<file path="config.mk">
export PLATFORM = sky130hd
export DESIGN_NAME = touch_to_relative_mouse_frame
export DESIGN_NICKNAME = d
export VERILOG_FILES = /design/src/design/tmf_pkg.sv /design/src/design/touch_to_relative_mouse_frame.sv /design/src/design/tmf_scale.sv
export SDC_FILE = /design/constraint.sdc
export NUM_CORES = 1
export LEC_CHECK = 0
export ABC_CLOCK_PERIOD_IN_PS = 14100
export CAP_MARGIN = 5
export CORE_MARGIN = 5
export CORE_UTILIZATION = 30
export CTS_BUF_LIST = sky130_fd_sc_hd__clkbuf_16
export CTS_CLUSTER_SIZE = 14
export DETAILED_ROUTE_END_ITERATION = 8
export DONT_BUFFER_PORTS = 1
export PLACE_DENSITY = 0.47
export SLEW_MARGIN = 20
export SYNTH_ARGS = -nofsm -noshare
export SYNTH_HDL_FRONTEND = slang
export SYNTH_SLANG_ARGS = --single-unit
</file>
<file path="constraint.sdc">
create_clock -name clk -period 14.1 [get_ports clk]
set_input_delay 0.705 -clock clk [delete_from_list [all_inputs] [get_ports clk]]
set_output_delay 0.705 -clock clk [all_outputs]
set_load 0.01 [all_outputs]
</file>
<file path="src/design/tmf_pkg.sv">
package tmf_pkg;

  // Raw touch coordinate and mouse byte widths
  localparam int COORD_W = 16;
  localparam int MOUSE_W = 8;

  // Smoothing history and panel full scale
  localparam int HIST_DEPTH = 3;
  localparam int FULL_SCALE = 999;

  // A clamped coordinate holds 0..FULL_SCALE
  localparam int CLAMP_W = $clog2(FULL_SCALE + 1);

  // Mapping v -> (v*254 + 127) / FULL_SCALE - 127
  localparam int MAP_MUL = 254;
  localparam int MAP_OFS = 127;
  localparam logic [MOUSE_W-1:0] MAP_BIAS = MOUSE_W'(127);

  // Exact reciprocal for the division by FULL_SCALE: the numerator stays
  // below 2**23 and FULL_SCALE below 2**15, so a 38-bit shift is exact.
  localparam int DIV_SHIFT = 38;
  localparam int PROD_W = 64;
  localparam longint unsigned DIV_RECIP =
    ((64'd1 << DIV_SHIFT) + 64'(FULL_SCALE) - 64'd1) / 64'(FULL_SCALE);
  localparam logic [PROD_W-1:0] SCALE_K1 = PROD_W'(DIV_RECIP * 64'(MAP_MUL));
  localparam logic [PROD_W-1:0] SCALE_K0 = PROD_W'(DIV_RECIP * 64'(MAP_OFS));

  // Button bit masks of the frame
  localparam logic [1:0] BTN_LEFT  = 2'h1;
  localparam logic [1:0] BTN_RIGHT = 2'h2;

  // Clamp a raw signed coordinate to 0..FULL_SCALE
  function automatic logic [CLAMP_W-1:0] clamp_coord(input logic [COORD_W-1:0] v);
    logic [CLAMP_W-1:0] c;
    if (v[COORD_W-1]) begin
      c = '0;
    end else if (v[COORD_W-2:0] > (COORD_W-1)'(FULL_SCALE)) begin
      c = CLAMP_W'(FULL_SCALE);
    end else begin
      c = CLAMP_W'(v[COORD_W-2:0]);
    end
    return c;
  endfunction

endpackage

</file>
<file path="src/design/touch_to_relative_mouse_frame.sv">
// channel  | handshake            | payload
// ---------+----------------------+---------------------------------------------
// in       | in_valid / in_stall  | touch_x, touch_y, left/right_pressed, sink_empty
// out      | out_valid / out_stall| frame_sent, button_bits, mouse_x, mouse_y
//
// One event per cycle sustained while out_stall is low; two register stages:
// point select and clamp into the input stage, then reciprocal multiply and
// bias into the result stage, which raises out_valid. The history shift is
// applied at the input transfer. Synchronous active-low reset clears the
// history, the press flag and both valid flags. A stall on out backs up into
// in_stall only when both stages hold an event.
module touch_to_relative_mouse_frame import tmf_pkg::*; (
  input  logic                      clk,
  input  logic                      rst_n,
  input  logic                      in_valid,
  output logic                      in_stall,
  input  logic signed [COORD_W-1:0] in_touch_x,
  input  logic signed [COORD_W-1:0] in_touch_y,
  input  logic                      in_left_pressed,
  input  logic                      in_right_pressed,
  input  logic                      in_sink_empty,
  output logic                      out_valid,
  input  logic                      out_stall,
  output logic                      out_frame_sent,
  output logic [1:0]                out_button_bits,
  output logic signed [MOUSE_W-1:0] out_mouse_x,
  output logic signed [MOUSE_W-1:0] out_mouse_y
);

  logic [COORD_W-1:0] x_hist_r [HIST_DEPTH];
  logic [COORD_W-1:0] y_hist_r [HIST_DEPTH];
  logic [COORD_W-1:0] x_hist_nxt [HIST_DEPTH];
  logic [COORD_W-1:0] y_hist_nxt [HIST_DEPTH];
  logic               prev_left_r;

  logic               s1_valid_r;
  logic [CLAMP_W-1:0] s1_x_r;
  logic [CLAMP_W-1:0] s1_y_r;
  logic [1:0]         s1_btn_r;
  logic               s1_empty_r;

  logic                      out_valid_r;
  logic                      out_sent_r;
  logic [1:0]                out_btn_r;
  logic signed [MOUSE_W-1:0] out_x_r;
  logic signed [MOUSE_W-1:0] out_y_r;

  logic                      in_xfer;
  logic                      out_adv;
  logic                      press_edge;
  logic                      tracking;
  logic [COORD_W-1:0]        emit_x;
  logic [COORD_W-1:0]        emit_y;
  logic signed [MOUSE_W-1:0] scaled_x;
  logic signed [MOUSE_W-1:0] scaled_y;

  // Flow control
  assign out_adv  = !out_valid_r || !out_stall;
  assign in_stall = s1_valid_r && !out_adv;
  assign in_xfer  = in_valid && !in_stall;

  // Pick the emitted point and the next history
  assign press_edge = in_left_pressed && !prev_left_r;
  assign tracking   = in_left_pressed || prev_left_r;

  always_comb begin
    emit_x = in_touch_x;
    emit_y = in_touch_y;
    for (int i = 0; i < HIST_DEPTH; i++) begin
      x_hist_nxt[i] = x_hist_r[i];
      y_hist_nxt[i] = y_hist_r[i];
    end
    if (press_edge) begin
      // fill every slot with the current point
      for (int i = 0; i < HIST_DEPTH; i++) begin
        x_hist_nxt[i] = in_touch_x;
        y_hist_nxt[i] = in_touch_y;
      end
    end else if (tracking) begin
      emit_x = x_hist_r[0];
      emit_y = y_hist_r[0];
      for (int i = 0; i < HIST_DEPTH - 1; i++) begin
        x_hist_nxt[i] = x_hist_r[i+1];
        y_hist_nxt[i] = y_hist_r[i+1];
      end
      x_hist_nxt[HIST_DEPTH-1] = in_touch_x;
      y_hist_nxt[HIST_DEPTH-1] = in_touch_y;
    end
  end

  // Update history on each input transfer
  always_ff @(posedge clk) begin
    if (!rst_n) begin
      prev_left_r <= 1'b0;
      for (int i = 0; i < HIST_DEPTH; i++) begin
        x_hist_r[i] <= '0;
        y_hist_r[i] <= '0;
      end
    end else if (in_xfer) begin
      prev_left_r <= in_left_pressed;
      for (int i = 0; i < HIST_DEPTH; i++) begin
        x_hist_r[i] <= x_hist_nxt[i];
        y_hist_r[i] <= y_hist_nxt[i];
      end
    end
  end

  // Input stage: clamped point, buttons, fifo status
  always_ff @(posedge clk) begin
    if (!rst_n) begin
      s1_valid_r <= 1'b0;
    end else if (!in_stall) begin
      s1_valid_r <= in_valid;
    end
  end

  always_ff @(posedge clk) begin
    if (in_xfer) begin
      s1_x_r     <= clamp_coord(emit_x);
      s1_y_r     <= clamp_coord(emit_y);
      s1_btn_r   <= (in_left_pressed ? BTN_LEFT : 2'b00) |
                    (in_right_pressed ? BTN_RIGHT : 2'b00);
      s1_empty_r <= in_sink_empty;
    end
  end

  // Map both coordinates to the mouse byte range
  tmf_scale u_scale_x (
    .coord (s1_x_r),
    .mouse (scaled_x)
  );

  tmf_scale u_scale_y (
    .coord (s1_y_r),
    .mouse (scaled_y)
  );

  // Result stage
  always_ff @(posedge clk) begin
    if (!rst_n) begin
      out_valid_r <= 1'b0;
    end else if (out_adv) begin
      out_valid_r <= s1_valid_r;
    end
  end

  always_ff @(posedge clk) begin
    if (out_adv && s1_valid_r) begin
      out_sent_r <= s1_empty_r;
      out_btn_r  <= s1_btn_r;
      out_x_r    <= scaled_x;
      out_y_r    <= scaled_y;
    end
  end

  assign out_valid       = out_valid_r;
  assign out_frame_sent  = out_sent_r;
  assign out_button_bits = out_btn_r;
  assign out_mouse_x     = out_x_r;
  assign out_mouse_y     = out_y_r;

  // Checks
  a_stall_needs_item: assert property (@(posedge clk) disable iff (!rst_n)
    in_stall |-> s1_valid_r && out_valid_r)
    else $error("input stalled without a held event");

  a_press_fills: assert property (@(posedge clk) disable iff (!rst_n)
    in_xfer && press_edge |=> x_hist_r[0] == $past(in_touch_x) &&
      y_hist_r[HIST_DEPTH-1] == $past(in_touch_y))
    else $error("press edge did not fill the history");

  a_out_from_stage: assert property (@(posedge clk) disable iff (!rst_n)
    $rose(out_valid_r) |-> $past(s1_valid_r))
    else $error("result appeared without an event in the input stage");

  a_mouse_range: assert property (@(posedge clk) disable iff (!rst_n)
    out_valid_r |-> out_x_r != -8'sd128 && out_y_r != -8'sd128)
    else $error("mouse coordinate out of range");

endmodule

</file>
<file path="src/design/tmf_scale.sv">
module tmf_scale import tmf_pkg::*; (
  input  logic [CLAMP_W-1:0]        coord,
  output logic signed [MOUSE_W-1:0] mouse
);

  logic [PROD_W-1:0]  prod;
  logic [MOUSE_W-1:0] quot;

  // Multiply by the folded reciprocal, keep the quotient, remove the bias
  assign prod  = PROD_W'(coord) * SCALE_K1 + SCALE_K0;
  assign quot  = prod[DIV_SHIFT +: MOUSE_W];
  assign mouse = $signed(quot - MAP_BIAS);

endmodule
</file>
### Yosys cells after proc, flatten, opt, wreduce, memory -nomap -nowiden

Memories as Yosys holds them, arrays and structs flattened.
Cells that the tools add are included.

| cells by class | value |
|---|---|
| multipliers | 2 |
| reductions and logical operators | 13 |
| $lt $le $gt $ge | 2 |
| $add $sub $neg | 4 |
| bitwise operators | 7 |
| mux-type cells | 22 |

Operators by type and width:

| cell | count |
|---|---|
| 48-bit 2-to-1 mux | 4 |
| 16-bit 2-to-1 mux | 10 |
| 46-bit by 36-bit adder with 46-bit output, second input constant | 2 |
| 10-bit by 36-bit multiplier with 45-bit output, second input constant | 2 |
| 15-bit by 10-bit greater-than comparator with 1-bit output, second input constant | 2 |
| 10-bit 2-to-1 mux | 2 |
| 8-bit by 7-bit subtractor with 8-bit output, second input constant | 2 |
| 1-bit OR | 6 |
| 1-bit zero test | 5 |
| 1-bit 2-to-1 mux | 5 |
| 1-bit logical AND | 4 |
| 2-bit OR reduction | 2 |
| 1-bit logical OR | 2 |
| 2-bit 2-to-1 mux | 1 |
| 1-bit by 2-bit OR with 2-bit output | 1 |

| storage, ports and cells | value |
|---|---|
| register bits | 45 |
| output and inout bits | 21 |
| memory bits (writable) | 96 |
| input bits | 39 |
| logic and storage cells | 65 |
| memories kept | 2 |

Memory list:

| memory | words | bits a word | rd ports | clocked after memory_dff | write ports | RTL line | RTL |
|---|---|---|---|---|---|---|---|
| x_hist_r | 3 | 16 | 3 | 0 | 3 | touch_to_relative_mouse_frame.sv:30 | `logic [COORD_W-1:0] x_hist_r [HIST_DEPTH];` |
| y_hist_r | 3 | 16 | 3 | 0 | 3 | touch_to_relative_mouse_frame.sv:31 | `logic [COORD_W-1:0] y_hist_r [HIST_DEPTH];` |

### Depth between registers and ports, before layout

| depth | value |
|---|---|
| depth after elaboration | 10 |
| gate-level depth with buffers | 29 |
| depth with buffers taken out | 28 |

### Modules after synthesis

Synthesis repeated with hierarchy kept, for this count alone.

| second synthesis, totals | value |
|---|---|
| cells, all modules | 2,013 |
| area, all modules | 19,000.7 µm² |

By module, submodules not included:

| module | area an instance (µm²) | cells each | times used | sequential area each (µm²) |
|---|---|---|---|---|
| tmf_scale at u_scale_y | 6,670.1 | 807 | 1 | 0.0 |
| tmf_scale at u_scale_x | 6,530.0 | 766 | 1 | 0.0 |
| touch_to_relative_mouse_frame | 5,800.6 | 440 | 1 | 4,204.0 |

### Worst setup path before layout

Ideal clock, no wire load.

| timing path | value |
|---|---|
| path type | flip-flop to flip-flop |
| start point | reg prev_left_r (netlist name) |
| end point | mem x_hist_r[0][0], enable pin |
| path buffers | 4 |
| setup slack | 4.830 ns |
| arrival | 8.587 ns |
| stages on the path, launching flop included | 7 |
| library setup time | 0.683 ns |
| period minus slack after synthesis | 9.270 ns |
| data required time | 13.417 ns |
| cell sequence | dfxtp_1 > clkbuf_1 > clkbuf_1 > buf_1 > clkbuf_1 > nor2_1 > o21ai_0 |

RTL lines:

| element | RTL line |
|---|---|
| end, declared | touch_to_relative_mouse_frame.sv:30 |

### Worst setup path after layout

| timing path | value |
|---|---|
| start point | reg s1_y_r[4] |
| end point | reg out_y_r[7] (netlist: out_mouse_y[7]) (data pin) |

| on the way | value |
|---|---|
| longest elaborated chain between the ends | 3 |

RTL lines:

| element | RTL line | RTL |
|---|---|---|
| start, declared | touch_to_relative_mouse_frame.sv:38 | `logic [CLAMP_W-1:0] s1_y_r;` |
| start signal, assigned | touch_to_relative_mouse_frame.sv:120 | `s1_y_r <= clamp_coord(emit_y);` |
| 10-bit by 36-bit multiplier with 45-bit output | tmf_scale.sv:10 | `assign prod = PROD_W'(coord) * SCALE_K1 + SCALE_K0;` |
| 46-bit by 36-bit adder with 46-bit output | tmf_scale.sv:10 |  |
| 8-bit by 7-bit subtractor with 8-bit output | tmf_scale.sv:12 | `assign mouse = $signed(quot - MAP_BIAS);` |
| named net scaled_y[7] | touch_to_relative_mouse_frame.sv:55 | `logic signed [MOUSE_W-1:0] scaled_y;` |
| end signal, assigned | touch_to_relative_mouse_frame.sv:152 | `out_y_r <= scaled_y;` |
| end, declared | touch_to_relative_mouse_frame.sv:46 | `logic signed [MOUSE_W-1:0] out_y_r;` |

The timed path passes the listed nets, and every way through them passes these cells.
A chain may end at the register's enable or synchronous reset.

==> flow_summary.toml <==
[clock_tree]
clockBufferDepth = 2
clkTransAtPathRegs_ps = 70
cts_max_level = 4
cts_sinks = 141
cts_resized = 0
tritoncts = "done"
clk_latency_ps = 430
clk_root_buffer_cell = "clkbuf_16"
cts_hold_buf = 0
post_cts_buffers = 0
cts_buffers = 17

[logic_synthesis]
synthTopCellsByArea = "edfxtp_1 23%, fa_1 19%, ha_1 17%"
synth-compound-area-share_pct = 15.4
synth_top_family_by_area = "adder cells"
synthAdderAreaFrac_pct = 36.1
syn_area_per_cell_um2 = 9.67
yosysSeqAreaShare_pct = 23.5
synth_xor_area_share_pct = 3.99
netlist_area_um2 = 17900
ys_types = 101
synthFlopType = "edfxtp_1"
ys_seq_elements = 141
synth-edff-count = 138
synth_cells = 1852
synth_top_cell_area_share_pct = 23.1
synth_nets = 2305
async_flop_share_pct = 0
yosysWarnings = 0
synthMuxAreaShare_pct = 1.72
synth_area_leader_cell = "edfxtp_1"
yosys.area_share.simple_pct = 12.2

[grt]
grt_max_degree = 65
grt_pass1_wl_um = 76800
grt_usage_pct = 14.7
antenna_found_initial = 0
overflow = 0
grt_pass1_vias = 13800

[timing]
slew_violations = 0
hold_violations = 0
clock.fmax_mhz = 123
tightest_slew_ps = 1050
fin_crit_sh_pct = 57.9
slew_headroom_pct = 28.1
rsz0062_at_grt = "no"
tns_ps = 0
finalCriticalPeriod_ps = 8160
setup_viol = 0
skew_ps = 9.11

[die]
io_pins = 60
coreArea_um2 = 59100
die-area_um2 = 64700
dieWidth_um = 254
die_h_um = 254
num_rows = 89
initial_core_util_pct = 30.3

[worst_setup_path]
crit_arrival_ps = 8330
path_class = "reg -> reg"
critPathRequiredTime_ps = 14270
endpoint_kind = "register"
worst-path-max-fanout = 8
critPathLaunchType = "register"

[route]
antenna_left = 0
via_per_inst = 5.06
dr.first_iter.drc_count = 882
first_pass_iters = 5
drc_errors = 0
vias = 13200
wl_per_cell_um = 18.2
drt-total-wl_um = 47400

[place]
gp_congestion = 0.941
io_buffers = 0
dpl.hpwl_um = 39100

[finish]
nNetsFinal = 2281
syn_to_final_growth_pct = 7.90
drive_above_1_share_pct = 4.89
antenna_cells = 0

[hold_path]
hold_path.class = "in -> reg"

[job]
cap_violations = 0

[status]
status = "finished clean"
synthesized netlist by cell type, drive strengths merged (35+ instances only):
library cell,count
fa,172
nor2,69
ha,242
o21ai,65
edfxtp,138
nand2,187
a21oi,175
clkbuf,36
and2,39
inv,272
xnor2,45
xor2,35
cell type report:
type	count	area (um2)
clock inverters	15	164
repair buffers	9	75.1
well taps	773	967
clock buffers	17	425
flip-flops and latches	141	4210
fillers	6076	39800
multi-input cells	1387	12500
inverters	272	1020
worst paths after layout:
check | cells after the start | start | end | slack, ps
setup / recovery | 22 | s1_y_r[4] | out_mouse_y[7] | 5940
hold / removal | 0 | in_sink_empty | s1_empty_r | 370
setup reg to reg | 22 | s1_y_r[4] | out_mouse_y[7] | 5940
hold reg to reg | 0 | s1_btn_r[1] | out_button_bits[1] | 430
kinds of logic after synthesis:
family / count (synthesis)
compound gates: 418
xor+xnor: 80
flops: 141
simple gates: 445
mux: 30
fa+ha+maj: 414
buf+inv: 324
layer usage:
layer / up-vias / global-route usage (%) / share of wire, %
li1: 6409 / - / -
met1: 6502 / 20.4 / 47
met2: 278 / 24.2 / 47
met3: 48 / 2.95 / 5.0
met4: 0 / 3.07 / 1.6
met5: - / 0 / 0
layout by cell type (no fill, tap or decap), types with 22 or more instances in the layout:
cell type / instances
nor2_1: 69
fa_1: 172
xor2_1: 34
nand3_1: 27
xnor2_1: 44
inv_1: 272
a21oi_1: 173
edfxtp_1: 138
and2_1: 39
a21o_1: 27
o21ai_0: 52
nand2_1: 184
mux2i_1: 26
nor3_1: 22
ha_1: 242
nand4_1: 28
registers in the layout, indices dropped and copies added, names as in the netlist:
signal,count
s1_x_r,10
prev_left_r,1
out_frame_sent,1
s1_btn_r,2
out_mouse_x,8
s1_y_r,10
s1_valid_r,1
out_button_bits,2
out_mouse_y,8
x_hist_r,48
out_valid,1
y_hist_r,48
s1_empty_r,1
worst max-delay path: stages, from the launching register on:
cell and delay (ps):
edfxtp_1 620, fa_1 640, inv_1 60, fa_1 540, fa_1 560, inv_1 60
fa_1 520, fa_1 420, ha_1 420, nand2_1 140, a211oi_1 340, nand3_1 300
and3_1 280, or4_1 560, nor4_1 520, a21oi_1 240, a211o_1 360, o211a_1 140
xor2_1 230, nand3_1 130, nor4_1 500, o211ai_2 150, xnor2_1 150
stage by stage:
step | utilization [%] | hold slack, ps | instance area, um2 | setup slack (ps) | instances
floorplan | - | 400 | 17900 | 4830 | 1852
global placement | 31.7 | 404 | 18700 | 5920 | 2581
detailed placement | 31.7 | 414 | 18700 | 5920 | 2581
CTS | 32.7 | 350 | 19300 | 5900 | 2613
global route | 32.7 | 341 | 19300 | 5480 | 2614
finish | 32.7 | 371 | 19300 | 5940 | 2614
Power is not shown: default switching activity piles up to over one toggle a cycle in this logic, so the estimate is an artifact.
